[src/srsw_pkg.sv]
// Shared types and constants of the selective-repeat send window.
package srsw_pkg;

	localparam int WINDOW_DEF      = 16;
	localparam int QUEUE_DEPTH_DEF = 64;
	localparam int MAX_PAYLOAD     = 1024;
	localparam int MAX_RESULTS     = 32;
	localparam int RES_W           = $clog2(MAX_RESULTS + 1);
	localparam int CMDQ_DEPTH      = 2;
	localparam int OUTQ_DEPTH      = 4;

	localparam logic [1:0] REG_WINDOW_SIZE = 2'd0;
	localparam logic [1:0] REG_QUEUE_LIMIT = 2'd1;
	localparam logic [1:0] REG_TIMEOUT_MS  = 2'd2;

	typedef enum logic [1:0] {
		MODE_ENQ  = 2'd0,
		MODE_ACK  = 2'd1,
		MODE_TICK = 2'd2,
		MODE_NOP  = 2'd3
	} mode_t;

	typedef enum logic [1:0] {
		KIND_NEW     = 2'd0,
		KIND_RESEND  = 2'd1,
		KIND_REFUSED = 2'd2
	} kind_t;

	typedef struct packed {
		mode_t       mode;
		logic [10:0] size;
		logic [15:0] ack;
		logic [31:0] now;
	} cmd_t;

	typedef struct packed {
		kind_t       kind;
		logic [15:0] seq;
		logic [10:0] size;
		logic        last;
	} res_t;

	typedef struct packed {
		logic [4:0]  window_size;
		logic [6:0]  queue_limit;
		logic [15:0] timeout_ms;
	} cfg_t;

endpackage

[src/srsw_front.sv]
// Front: accepts input words, saturates the size and queues commands.
module srsw_front (
	input  logic                 clk,
	input  logic                 arst_n,
	input  logic                 push,
	output logic                 full,
	input  logic [1:0]           mode,
	input  logic [10:0]          seg_size,
	input  logic [15:0]          ack_seq,
	input  logic [31:0]          now_ms,
	output logic                 cmd_empty,
	input  logic                 cmd_pop,
	output srsw_pkg::cmd_t       cmd
);
	import srsw_pkg::*;

	localparam int PW = $clog2(CMDQ_DEPTH);

	cmd_t          mem_q [CMDQ_DEPTH];
	logic [PW-1:0] wr_q, rd_q;
	logic [PW:0]   cnt_q;
	cmd_t          in_cmd;
	logic          wr_en, rd_en;

	always_comb begin
		in_cmd.mode = mode_t'(mode);
		in_cmd.size = ({6'd0, seg_size} > 17'(MAX_PAYLOAD)) ? 11'(MAX_PAYLOAD) : seg_size;
		in_cmd.ack  = ack_seq;
		in_cmd.now  = now_ms;
	end

	assign full      = (cnt_q == (PW+1)'(CMDQ_DEPTH));
	assign cmd_empty = (cnt_q == '0);
	assign wr_en     = push && !full;
	assign rd_en     = cmd_pop && !cmd_empty;
	assign cmd       = mem_q[rd_q];

	always_ff @(posedge clk) begin
		if (wr_en) begin
			mem_q[wr_q] <= in_cmd;
		end
	end

	always_ff @(posedge clk or negedge arst_n) begin
		if (!arst_n) begin
			wr_q  <= '0;
			rd_q  <= '0;
			cnt_q <= '0;
		end else begin
			if (wr_en) begin
				wr_q <= (wr_q == PW'(CMDQ_DEPTH-1)) ? '0 : wr_q + 1'b1;
			end
			if (rd_en) begin
				rd_q <= (rd_q == PW'(CMDQ_DEPTH-1)) ? '0 : rd_q + 1'b1;
			end
			cnt_q <= cnt_q + (PW+1)'(wr_en) - (PW+1)'(rd_en);
		end
	end

endmodule

[src/srsw_out_q.sv]
// Result queue between the engine and the result ports.
module srsw_out_q (
	input  logic            clk,
	input  logic            arst_n,
	input  logic            res_push,
	input  srsw_pkg::res_t  res_in,
	output logic            res_full,
	output logic            empty,
	input  logic            pop,
	output srsw_pkg::res_t  res_out
);
	import srsw_pkg::*;

	localparam int PW = $clog2(OUTQ_DEPTH);

	res_t          mem_q [OUTQ_DEPTH];
	logic [PW-1:0] wr_q, rd_q;
	logic [PW:0]   cnt_q;
	logic          wr_en, rd_en;

	assign res_full = (cnt_q == (PW+1)'(OUTQ_DEPTH));
	assign empty    = (cnt_q == '0);
	assign wr_en    = res_push && !res_full;
	assign rd_en    = pop && !empty;
	assign res_out  = mem_q[rd_q];

	always_ff @(posedge clk) begin
		if (wr_en) begin
			mem_q[wr_q] <= res_in;
		end
	end

	always_ff @(posedge clk or negedge arst_n) begin
		if (!arst_n) begin
			wr_q  <= '0;
			rd_q  <= '0;
			cnt_q <= '0;
		end else begin
			if (wr_en) begin
				wr_q <= (wr_q == PW'(OUTQ_DEPTH-1)) ? '0 : wr_q + 1'b1;
			end
			if (rd_en) begin
				rd_q <= (rd_q == PW'(OUTQ_DEPTH-1)) ? '0 : rd_q + 1'b1;
			end
			cnt_q <= cnt_q + (PW+1)'(wr_en) - (PW+1)'(rd_en);
		end
	end

	assert property (@(posedge clk) disable iff (!arst_n) res_push |-> !res_full)
		else $error("result queue overflow");

endmodule

[src/srsw_engine.sv]
// Back end: window state, pending FIFO, resend scan and send sequencer.
module srsw_engine #(
	parameter int WINDOW      = srsw_pkg::WINDOW_DEF,
	parameter int QUEUE_DEPTH = srsw_pkg::QUEUE_DEPTH_DEF
) (
	input  logic            clk,
	input  logic            arst_n,
	input  srsw_pkg::cfg_t  cfg,
	input  logic            cmd_empty,
	output logic            cmd_pop,
	input  srsw_pkg::cmd_t  cmd,
	output logic            res_push,
	output srsw_pkg::res_t  res_word,
	input  logic            res_full
);
	import srsw_pkg::*;

	localparam int SW   = (WINDOW > 1) ? $clog2(WINDOW) : 1;
	localparam int IW   = $clog2(WINDOW + 1);
	localparam int QW   = (QUEUE_DEPTH > 1) ? $clog2(QUEUE_DEPTH) : 1;
	localparam int CW   = $clog2(QUEUE_DEPTH + 1);
	localparam int CMPW = (CW > 7) ? CW : 7;

	typedef enum logic [8:0] {
		ST_IDLE  = 9'b000000001,
		ST_ENQ   = 9'b000000010,
		ST_ACK   = 9'b000000100,
		ST_ASCAN = 9'b000001000,
		ST_TRD   = 9'b000010000,
		ST_TCHK  = 9'b000100000,
		ST_SRD   = 9'b001000000,
		ST_SEMIT = 9'b010000000,
		ST_DONE  = 9'b100000000
	} state_t;

	state_t          state_q;
	cmd_t            cmd_q;
	logic [15:0]     base_q, next_q;
	logic [SW-1:0]   base_slot_q, next_slot_q, scan_slot_q;
	logic [WINDOW-1:0] valid_q;
	logic [QW-1:0]   head_q, tail_q;
	logic [CW-1:0]   count_q;
	logic [IW-1:0]   i_q;
	logic [RES_W-1:0] n_q;
	logic            hold_valid_q;
	res_t            hold_q;

	logic [10:0]     pend_mem [QUEUE_DEPTH];
	logic [10:0]     pend_rd_q;
	logic [42:0]     win_mem [WINDOW];
	logic [42:0]     win_rd_q;

	logic [15:0]     span, d_ack;
	logic [15:0]     win_eff;
	logic [SW:0]     ack_sum;
	logic [SW-1:0]   ack_slot, scan_inc, next_inc;
	logic            emit_ok, emit_fire, expired, enq_ok, send_ok, scan_more;
	logic [31:0]     age;
	res_t            emit_word;
	logic            pend_we, win_we;
	logic [42:0]     win_wdata;
	logic [SW-1:0]   win_waddr;

	assign span     = next_q - base_q;
	assign d_ack    = cmd_q.ack - base_q;
	assign win_eff  = (16'(cfg.window_size) > 16'(WINDOW)) ? 16'(WINDOW) : 16'(cfg.window_size);
	assign ack_sum  = (SW+1)'(base_slot_q) + (SW+1)'(d_ack[SW-1:0]);
	assign ack_slot = (ack_sum >= (SW+1)'(WINDOW)) ? SW'(ack_sum - (SW+1)'(WINDOW))
		: ack_sum[SW-1:0];
	assign scan_inc = (scan_slot_q == SW'(WINDOW-1)) ? '0 : scan_slot_q + 1'b1;
	assign next_inc = (next_slot_q == SW'(WINDOW-1)) ? '0 : next_slot_q + 1'b1;
	assign age      = cmd_q.now - win_rd_q[31:0];
	assign expired  = valid_q[scan_slot_q] && (age > 32'(cfg.timeout_ms));
	assign enq_ok   = (CMPW'(count_q) <= CMPW'(cfg.queue_limit))
		&& (count_q < CW'(QUEUE_DEPTH));
	assign send_ok  = (span < win_eff) && (count_q != '0) && (n_q < RES_W'(MAX_RESULTS));
	assign scan_more = 16'(i_q) < span;
	assign emit_ok  = !hold_valid_q || !res_full;
	assign cmd_pop  = (state_q == ST_IDLE) && !cmd_empty;

	always_comb begin
		emit_fire = 1'b0;
		emit_word = '0;
		pend_we   = 1'b0;
		win_we    = 1'b0;
		win_wdata = '0;
		win_waddr = next_slot_q;
		unique case (state_q)
			ST_ENQ: begin
				pend_we = enq_ok;
				if (!enq_ok) begin
					emit_fire      = 1'b1;
					emit_word.kind = KIND_REFUSED;
					emit_word.size = cmd_q.size;
				end
			end
			ST_TCHK: begin
				if (expired && n_q < RES_W'(MAX_RESULTS) && emit_ok) begin
					emit_fire      = 1'b1;
					emit_word.kind = KIND_RESEND;
					emit_word.seq  = base_q + 16'(i_q);
					emit_word.size = win_rd_q[42:32];
					win_we         = 1'b1;
					win_waddr      = scan_slot_q;
					win_wdata      = {win_rd_q[42:32], cmd_q.now};
				end
			end
			ST_SEMIT: begin
				if (emit_ok) begin
					emit_fire      = 1'b1;
					emit_word.kind = KIND_NEW;
					emit_word.seq  = next_q;
					emit_word.size = pend_rd_q;
					win_we         = 1'b1;
					win_wdata      = {pend_rd_q, cmd_q.now};
				end
			end
			default: ;
		endcase
	end

	always_comb begin
		res_word      = hold_q;
		res_word.last = (state_q == ST_DONE);
		res_push      = hold_valid_q && ((emit_fire) || (state_q == ST_DONE && !res_full));
	end

	always_ff @(posedge clk) begin
		if (pend_we) begin
			pend_mem[tail_q] <= cmd_q.size;
		end
		pend_rd_q <= pend_mem[head_q];
	end

	always_ff @(posedge clk) begin
		if (win_we) begin
			win_mem[win_waddr] <= win_wdata;
		end
		win_rd_q <= win_mem[scan_slot_q];
	end

	always_ff @(posedge clk) begin
		if (cmd_pop) begin
			cmd_q <= cmd;
		end
		if (emit_fire) begin
			hold_q <= emit_word;
		end
	end

	always_ff @(posedge clk or negedge arst_n) begin
		if (!arst_n) begin
			state_q      <= ST_IDLE;
			base_q       <= '0;
			next_q       <= '0;
			base_slot_q  <= '0;
			next_slot_q  <= '0;
			scan_slot_q  <= '0;
			valid_q      <= '0;
			head_q       <= '0;
			tail_q       <= '0;
			count_q      <= '0;
			i_q          <= '0;
			n_q          <= '0;
			hold_valid_q <= 1'b0;
		end else begin
			if (emit_fire) begin
				hold_valid_q <= 1'b1;
				n_q          <= n_q + 1'b1;
			end
			unique case (state_q)
				ST_IDLE: begin
					if (!cmd_empty) begin
						n_q         <= '0;
						i_q         <= '0;
						scan_slot_q <= base_slot_q;
						unique case (cmd.mode)
							MODE_ENQ:  state_q <= ST_ENQ;
							MODE_ACK:  state_q <= ST_ACK;
							MODE_TICK: state_q <= ST_TRD;
							default:   state_q <= ST_SRD;
						endcase
					end
				end
				ST_ENQ: begin
					if (enq_ok) begin
						tail_q  <= (tail_q == QW'(QUEUE_DEPTH-1)) ? '0 : tail_q + 1'b1;
						count_q <= count_q + 1'b1;
					end
					state_q <= ST_SRD;
				end
				ST_ACK: begin
					if (d_ack < span) begin
						valid_q[ack_slot] <= 1'b0;
					end
					state_q <= ST_ASCAN;
				end
				ST_ASCAN: begin
					if (!scan_more) begin
						base_q      <= next_q;
						base_slot_q <= next_slot_q;
						state_q     <= ST_SRD;
					end else if (valid_q[scan_slot_q]) begin
						base_q      <= base_q + 16'(i_q);
						base_slot_q <= scan_slot_q;
						state_q     <= ST_SRD;
					end else begin
						i_q         <= i_q + 1'b1;
						scan_slot_q <= scan_inc;
					end
				end
				ST_TRD: begin
					state_q <= scan_more ? ST_TCHK : ST_SRD;
				end
				ST_TCHK: begin
					if (expired && n_q >= RES_W'(MAX_RESULTS)) begin
						state_q <= ST_DONE;
					end else if (!expired || emit_ok) begin
						i_q         <= i_q + 1'b1;
						scan_slot_q <= scan_inc;
						state_q     <= ST_TRD;
					end
				end
				ST_SRD: begin
					state_q <= send_ok ? ST_SEMIT : ST_DONE;
				end
				ST_SEMIT: begin
					if (emit_ok) begin
						valid_q[next_slot_q] <= 1'b1;
						next_q      <= next_q + 1'b1;
						next_slot_q <= next_inc;
						head_q      <= (head_q == QW'(QUEUE_DEPTH-1)) ? '0 : head_q + 1'b1;
						count_q     <= count_q - 1'b1;
						state_q     <= ST_SRD;
					end
				end
				ST_DONE: begin
					if (!hold_valid_q) begin
						state_q <= ST_IDLE;
					end else if (!res_full) begin
						hold_valid_q <= 1'b0;
						state_q      <= ST_IDLE;
					end
				end
				default: state_q <= ST_IDLE;
			endcase
		end
	end

	assert property (@(posedge clk) disable iff (!arst_n) n_q <= RES_W'(MAX_RESULTS))
		else $error("result budget exceeded");
	assert property (@(posedge clk) disable iff (!arst_n) count_q <= CW'(QUEUE_DEPTH))
		else $error("pending count beyond depth");
	assert property (@(posedge clk) disable iff (!arst_n) span <= 16'(WINDOW))
		else $error("outstanding span beyond window");
	assert property (@(posedge clk) disable iff (!arst_n)
		(state_q == ST_IDLE) |-> !hold_valid_q)
		else $error("held result left over between items");

endmodule

[src/selective_repeat_send_window.sv]
// Top level of the selective-repeat send window: config registers and wiring.
//
// channel  direction  handshake            words
// input    in         push / full          mode, seg_size, ack_seq, now_ms
// result   out        empty / pop          kind, seq, payload_size, last
// config   in         cfg_valid/cfg_ready  cfg_index, cfg_data
//
// In the back end, the resend scan reads each outstanding entry's stamp
// through the registered stamp memory read, and each new send waits on the
// registered pending memory read.
// A two-word command queue keeps input taken while the back end works.
// Reset clears all control state; memories come up undefined.
// A full result queue stalls the back end in place.
module selective_repeat_send_window #(
	parameter int WINDOW      = srsw_pkg::WINDOW_DEF,
	parameter int QUEUE_DEPTH = srsw_pkg::QUEUE_DEPTH_DEF
) (
	input  logic        clk,
	input  logic        arst_n,
	input  logic        push,
	output logic        full,
	input  logic [1:0]  mode,
	input  logic [10:0] seg_size,
	input  logic [15:0] ack_seq,
	input  logic [31:0] now_ms,
	output logic        empty,
	input  logic        pop,
	output logic [1:0]  kind,
	output logic [15:0] seq,
	output logic [10:0] payload_size,
	output logic        last,
	input  logic        cfg_valid,
	output logic        cfg_ready,
	input  logic [1:0]  cfg_index,
	input  logic [15:0] cfg_data
);
	import srsw_pkg::*;

	cfg_t   cfg_q;
	cmd_t   cmd;
	res_t   res_in, res_out;
	logic   cmd_empty, cmd_pop, res_push, res_full;

	assign cfg_ready = 1'b1;

	always_ff @(posedge clk or negedge arst_n) begin
		if (!arst_n) begin
			cfg_q.window_size <= 5'd16;
			cfg_q.queue_limit <= 7'd63;
			cfg_q.timeout_ms  <= 16'd100;
		end else if (cfg_valid && cfg_ready) begin
			unique case (cfg_index)
				REG_WINDOW_SIZE: cfg_q.window_size <= cfg_data[4:0];
				REG_QUEUE_LIMIT: cfg_q.queue_limit <= cfg_data[6:0];
				REG_TIMEOUT_MS:  cfg_q.timeout_ms  <= cfg_data;
				default: ;
			endcase
		end
	end

	srsw_front u_front (
		.clk       (clk),
		.arst_n    (arst_n),
		.push      (push),
		.full      (full),
		.mode      (mode),
		.seg_size  (seg_size),
		.ack_seq   (ack_seq),
		.now_ms    (now_ms),
		.cmd_empty (cmd_empty),
		.cmd_pop   (cmd_pop),
		.cmd       (cmd)
	);

	srsw_engine #(
		.WINDOW      (WINDOW),
		.QUEUE_DEPTH (QUEUE_DEPTH)
	) u_engine (
		.clk            (clk),
		.arst_n         (arst_n),
		.cfg            (cfg_q),
		.cmd_empty      (cmd_empty),
		.cmd_pop        (cmd_pop),
		.cmd            (cmd),
		.res_push       (res_push),
		.res_word       (res_in),
		.res_full       (res_full)
	);

	srsw_out_q u_out_q (
		.clk      (clk),
		.arst_n   (arst_n),
		.res_push (res_push),
		.res_in   (res_in),
		.res_full (res_full),
		.empty    (empty),
		.pop      (pop),
		.res_out  (res_out)
	);

	assign kind         = res_out.kind;
	assign seq          = res_out.seq;
	assign payload_size = res_out.size;
	assign last         = res_out.last;

endmodule

[config.mk]
export PLATFORM = sky130hd
export DESIGN_NAME = selective_repeat_send_window
export DESIGN_NICKNAME = d
export VERILOG_FILES = /design/src/srsw_pkg.sv /design/src/srsw_front.sv /design/src/srsw_out_q.sv /design/src/srsw_engine.sv /design/src/selective_repeat_send_window.sv
export SDC_FILE = /design/constraint.sdc
export NUM_CORES = 2
export LEC_CHECK = 0
export BUFFER_PORTS_ARGS = -buffer_cell sky130_fd_sc_hd__buf_2
export CAP_MARGIN = 0
export CORE_MARGIN = 1.5
export CORE_UTILIZATION = 60
export DETAILED_ROUTE_END_ITERATION = 8
export PLACE_DENSITY_LB_ADDON = 0.05
export SLEW_MARGIN = 25
export SYNTH_ARGS = -nofsm -noshare
export SYNTH_HDL_FRONTEND = slang
export SYNTH_SLANG_ARGS = --single-unit
[constraint.sdc]
create_clock -name clk -period 13.5 [get_ports clk]
set_input_delay 1.35 -clock clk [delete_from_list [all_inputs] [get_ports clk]]
set_output_delay 1.35 -clock clk [all_outputs]
set_load 0.01 [all_outputs]
# [Word-level counts from Yosys, hierarchy flattened]
# Memory sizes are Yosys's and may differ from the RTL's. A register that Yosys moved wholly into a read port is not among the register bits.
# Index checks and enable logic that the tools add are counted.
[word_totals] ff_bits=227 ramBits=1634 input_bits=84 output_inout_bits=33 mem_count=4
[mem_list] memory="u_engine.pend_mem" words=64 word_bits=11 rd=1 rd_clocked_by_memory_dff=1 write_ports=1 line_no="srsw_engine.sv:48" rtl="logic [10:0] pend_mem [QUEUE_DEPTH];"
[mem_list] memory="u_engine.win_mem" words=16 word_bits=43 rd=1 rd_clocked_by_memory_dff=1 write_ports=1 line_no="srsw_engine.sv:50" rtl="logic [42:0] win_mem [WINDOW];"
[mem_list] memory="u_front.mem_q" words=2 word_bits=61 rd=1 rd_clocked_by_memory_dff=0 write_ports=1 line_no="srsw_front.sv:19" rtl="cmd_t mem_q [CMDQ_DEPTH];"
[mem_list] memory="u_out_q.mem_q" words=4 word_bits=30 rd=1 rd_clocked_by_memory_dff=0 write_ports=1 line_no="srsw_out_q.sv:16" rtl="res_t mem_q [OUTQ_DEPTH];"
[op_classes] addsub=23 magnitude_cmp=16 eq_ne=33 muxes=84 bitwise_logic=3 n_reduce_logical=43
[op_table] op="$mux 43" count=2
[op_table] op="$pmux 43 s2" count=1
[op_table] op="$mux 9" count=9
[op_table] op="$pmux 9 s9" count=1
[op_table] op="$mux 16" count=4
[op_table] op="$pmux 16 s2" count=2
[op_table] op="$mux 4" count=12
[op_table] op="$pmux 11 s3" count=1
[op_table] op="$gt 32x16->1" count=1
[op_table] op="$lt 16x16->1" count=2
[op_table] op="$sub 16x16->16" count=2
[op_table] op="$sub 32x32->32" count=1
[op_table] op="$mux 5" count=6
[op_table] op="$mux 6" count=5
[op_table] op="$mux 28" count=1
[op_table] op="$mux 27" count=1
[op_table] op="$mux 11" count=2
[op_table] op="$mux 1" count=21
[op_table] op="$mux 7" count=3
[op_table] op="$pmux 7 s3" count=1
[op_table] op="$add 6x1->6 const B" count=3
[op_table] op="$add 16x1->16 const B" count=1
[op_table] op="$add 16x5->16" count=1
[op_table] op="$and 16x16->16" count=1
[op_table] op="other kinds (63)" count=118

# [Depth between registers and ports, before layout]
[logic_depth] ltp_word=12 ltp_mapped=27 ltp_nobuf=25

# [Cells and area by module]
# A second synthesis with hierarchy kept.
[unflattened] hier_cells=4084 area_unflattened_um2=78665.4
[modules_own_cells] module="srsw_engine" n_inst=1 cells_each=3601 area_per_inst_um2=67758.7
[modules_own_cells] module="srsw_front" n_inst=1 cells_each=220 area_per_inst_um2=4971.0
[modules_own_cells] module="srsw_out_q" n_inst=1 cells_each=201 area_per_inst_um2=4797.1
[modules_own_cells] module="selective_repeat_send_window" n_inst=1 cells_each=62 area_per_inst_um2=1138.6

# [Worst setup path after synthesis]
# Ideal clock, no wire load.
[synth_path] path_kind="register -> register" start="register u_engine.cmd_q[7] (netlist bit)" end="memory u_engine.win_mem[3][0] (enable)" arrival_ns=6.477 required_ns=12.989 path_slack_ns=6.512 stages_incl_launch_ff=20 path_buffers=1 cell_sequence="edfxtp_1 -> ha_1 -> a21o_1 -> or2_2 -> o21a_1 -> nand2b_1 -> a21oi_1 -> xnor2_1 -> ha_1 -> nand4_1 -> nor2_1 -> o31ai_1 -> a21oi_1 -> a2111oi_0 -> nand3_1 -> o41ai_4 -> inv_2 -> buf_6 -> nand3_1 -> o32ai_1"
[synth_via] elab_chain_cells=9 word_cells_on_any_way=11
[synth_lines] element="from (decl)" line_no="srsw_engine.sv:37" rtl="cmd_t cmd_q;"
[synth_lines] element="from (signal assigned)" line_no="srsw_engine.sv:144" rtl="cmd_q <= cmd;"
[synth_lines] element="$sub 32x32->32 *" line_no="srsw_engine.sv:72" rtl="assign age = cmd_q.now - win_rd_q[31:0];"
[synth_lines] element="$gt 32x16->1 *" line_no="srsw_engine.sv:73" rtl="assign expired = valid_q[scan_slot_q] && (age > 32'(cfg.timeout_ms));"
[synth_lines] element="$logic_and 1x1->1 *" line_no="srsw_engine.sv:73"
[synth_lines] element="$logic_and 1x1->1 * (2 in series)" line_no="srsw_engine.sv:98" rtl="if (expired && n_q < RES_W'(MAX_RESULTS) && emit_ok) begin"
[synth_lines] element="$mux 1" line_no="srsw_engine.sv:98"
[synth_lines] element="$pmux 1 s2" line_no="srsw_engine.sv:88" rtl="unique case (state_q)"
[synth_lines] element="$mux 1" line_no="srsw_engine.sv:136" rtl="if (win_we) begin"
[synth_lines] element="$mux 1 (implied by the code)" line_no="srsw_engine.sv:137" rtl="win_mem[win_waddr] <= win_wdata;"
[synth_lines] element="to (decl)" line_no="srsw_engine.sv:50"
# Mark *: on every way between the ends. The rest lies on a longest branch, timed or not.

# [Worst setup path in the final report]
[layout_path] start="register u_engine.cmd_q[8] (netlist bit)" end="memory u_engine.win_mem[13][9] (enable)"
# The elaborated chain is that of the path after synthesis.

==> impl_metrics.tcl <==
set metrics [dict create \
    outcome "complete, no violations" \
    clockPowerShare_pct 29.9 \
    holdPathStages 1 \
    avgSynthCellArea_um2 17.8 \
    maxUsedRoutingLayer "met5" \
    r2r_start "u_engine.cmd_q[8]" \
    cap_violations 0 \
    h-tree-depth 4 \
    wl_met1_um 72100 \
    ys_types 90 \
    dpl_worst_slack_ns 7.21 \
    drc 0 \
    die_height_um 365 \
    cts_root_buf "clkbuf_16" \
    hold_path_startpoint "cfg_q[3]" \
    finalCritPeriodShare_pct 47.4 \
    reg2reg_depth 22 \
    ctsResizeCount 0 \
    tritoncts "done" \
    drt_iter0_drc 4156 \
    relSlewSlack_pct 27.0 \
    utilization_pct 67.5 \
    period_needed_ns 6.40 \
    crit_cells 22 \
    skew_ns 0.0272 \
    avgRoutedWirePerCell_um 27.9 \
    fillCellCount 8507 \
    cp.arrival_ns 6.83 \
    yosys_warnings 0 \
    worst_pin_slew_ns 1.09 \
    min_to "cfg_q[3]" \
    layout_common_cells "edfxtp_1, mux4_2, mux2i_1" \
    place_area_um2 81400 \
    grt_max_degree 113 \
    synthArstFlopShare_pct 7.26 \
    synth_top_area_share_pct 65.8 \
    final_common_cell "edfxtp_1" \
    fmax_mhz 156 \
    grt_pass1_vias 40600 \
    vias_per_cell 6.32 \
    start_util_pct 60.6 \
    crit_required_ns 13.93 \
    hold_buffers 0 \
    critPathLaunchType "register" \
    grt_first_pass_wirelength_um 265000 \
    dieArea_um2 133000 \
    path_max_fanout 29 \
    ios 117 \
    timing.rr.end "u_engine.win_mem[13][9]" \
    yosys.area.top_type "edfxtp_1" \
    first_pass_iters 6 \
    wl_met2_um 88800 \
    port_buffers 115 \
    synth_edf_count 1722 \
    switchingPower_mw 5.42 \
    area_growth_pct 11.4 \
    gr-total-overflow 0 \
    p_sw_share_pct 31.5 \
    drive_gt1_share_pct 21.5 \
    finalSetupTns_ns 0 \
    setup_viol 0 \
    path_buf_inv 3 \
    wl_um 181000 \
    netlist_top_cells_area "edfxtp_1, mux4_2, dfrtp_1, mux2i_1, ha_1" \
    routabilityCongestion 0.889 \
    cts_buffers 186 \
    peakVddDrop_uv 196 \
    cp-end-kind "register" \
    ys_ff_latch 1915 \
    maxSlewViolCount 0 \
    r2r_slack_ns 7.10 \
    dieWidth_um 365 \
    rsz0062_at_grt "no" \
    p_per_area_nw_per_um2 197 \
    crit_chain "ha_1 > a21oi_2 > nor2_1 > a211oi_2 > nand2_1 > nand2_1 > nand2_1 > a21oi_1 > xnor2_1 > ha_1 > nand4_1 > a21oi_1 > a211oi_1 > a21oi_1 > a2111oi_0 > nand3_1 > o41ai_4 > buf_4 > inv_2 > o21ai_0 > and2_2 > buf_4" \
    path_clk_slew_ns 0.06 \
    p_comb_share_pct 26.8 \
    core_area_um2 130000 \
    path_class "register to register" \
    cts_max_path_buffers 3 \
    dr_total_vias 41000 \
    track_usage_pct 27.6 \
    synthCells 4406 \
    fin_area_um2 87500 \
    post_cts_buffers 0 \
    dp_hpwl_um 109000 \
    antenna_found_initial 6 \
    intPower_mw 11.8 \
    cts.sinks 1915 \
    yosysSeqAreaShare_pct 71.7 \
    crit_family "compound AO/OA/AOI/OAI gates" \
    synthesis.nets 4637 \
    dr_wl_met3_um 11900 \
    worstSkewPairLatency_ns 0.81 \
    sequentialPowerShare_pct 43.4 \
    nNetsFinal 4815 \
    synthFlopType "edfxtp_1" \
    slowest_stage "and2_2" \
    hold_viol_final 0 \
    netlist_area_um2 78500 \
    hold_path.class "register to register" \
    row_count 132 \
    p_leak_nw 29.5 \
    worst_slack_ns 7.10 \
    max_stage_delay_ns 0.57 \
    ant_nets 0 \
]
[cells by family after synthesis]
| logic type | after synthesis | share of synthesized area [%] |
|---|---|---|
| AOI/OAI and AO/OA | 625 | 5.39 |
| xor gates and xnor gates | 94 | 1.05 |
| adders and majority gates | 147 | 2.41 |
| buffers and inverters | 345 | 1.70 |
| DFF | 1915 | 71.7 |
| muxes | 632 | 13.8 |
| other | 1 | 0.00478 |
| and+or+nand+nor | 647 | 4.02 |
[registers in the layout, indices dropped and copies added (netlist names), 7 cells and up]
signal,flops
u_engine.count_q,7
u_engine.state_q,9
u_engine.valid_q,16
cfg_q,28
u_out_q.mem_q,120
u_engine.res_word,29
u_engine.pend_mem,704
u_engine.base_q,16
u_engine.win_rd_q,43
u_engine.cmd_q,59
u_front.mem_q,122
u_engine.win_mem,688
u_engine.next_q,16
u_engine.pend_rd_q,11
[area by class of cell]
cell class | count | area, um2 | area share, %
timing repair buffer | 195 | 1260 | 1.44
clock inverter | 99 | 997 | 1.14
antenna | 4 | 10.0 | 0.0114
clock buffer | 247 | 5080 | 5.80
multi-input combinational | 2146 | 21200 | 24.2
sequential | 1915 | 56300 | 64.3
inverter | 140 | 527 | 0.602
tap | 1742 | 2180 | 2.49
[worst reg2reg max path, cell delays in order, from the launching register on]
cell and delay, ns:
edfxtp_1 0.41, ha_1 0.39, a21oi_2 0.20, nor2_1 0.07, a211oi_2 0.29, nand2_1 0.18
nand2_1 0.10, nand2_1 0.05, a21oi_1 0.18, xnor2_1 0.15, ha_1 0.27, nand4_1 0.14
a21oi_1 0.06, a211oi_1 0.25, a21oi_1 0.10, a2111oi_0 0.36, nand3_1 0.26, o41ai_4 0.33
buf_4 0.31, inv_2 0.31, o21ai_0 0.47, and2_2 0.57, buf_4 0.57
[Yosys cell counts, drive strengths merged, types with 7 or more instances]
library cell  number
nand2            183
o21a              24
mux2i            189
nor3              35
nand2b            24
o21bai             8
a22o              16
o211ai            12
mux4             349
dfrtp            128
nand3b            11
dfxtp             54
xnor2             67
o31ai              8
fa                 7
or3               16
nor2b             30
clkbuf           127
a21o              38
and2              46
edfxtp          1722
a22oi             44
nor4              13
a31oi             26
a221oi            88
and3              19
a21oi            146
dfstp             11
o21ai            136
xor2              27
inv              140
a211oi            11
nor2             160
ha               140
nand4             30
nand3             49
mux2              94
buf               78
[worst max path at each step]
stage / startpoint / end
CTS: u_engine.cmd_q[8] / u_engine.win_mem[13][9]
global placement: u_engine.cmd_q[0] / u_engine.win_mem[13][23]
floorplan: u_engine.cmd_q[7] / u_engine.win_mem[3][0]
global route: u_engine.cmd_q[8] / u_engine.win_mem[13][15]
finish: u_engine.cmd_q[8] / u_engine.win_mem[13][9]
detailed placement: u_engine.cmd_q[8] / u_engine.win_mem[13][24]
[power by group through the flow]
stage	logic (mW)	clock network, mW	registers, mW
floorplan	3.11	0	7.58
global placement	4.53	0	7.59
detailed placement	4.59	0	7.60
CTS	4.62	5.21	7.48
global route	5.08	5.44	7.50
finish	4.61	5.14	7.47
[routing by layer]
| layer | GRT usage [%] | vias to the layer above |
|---|---|---|
| met2 | 44.6 | 1535 |
| met3 | 4.77 | 324 |
| met4 | 12.0 | 2 |
| li1 | - | 18000 |
| met1 | 37.2 | 21100 |
| met5 | 0 | - |
[through the flow]
step | hold slack, ns | cells | total power [mW]
2_1_floorplan | 0.459 | 4406 | 10.7
3_3_place_gp | 0.490 | 6136 | 12.1
3_5_place_dp | 0.495 | 6137 | 12.2
4_1_cts | 0.511 | 6483 | 17.3
5_1_grt | 0.524 | 6486 | 18.0
6_report | 0.509 | 6488 | 17.2
Power figures use the tool's default switching activity.
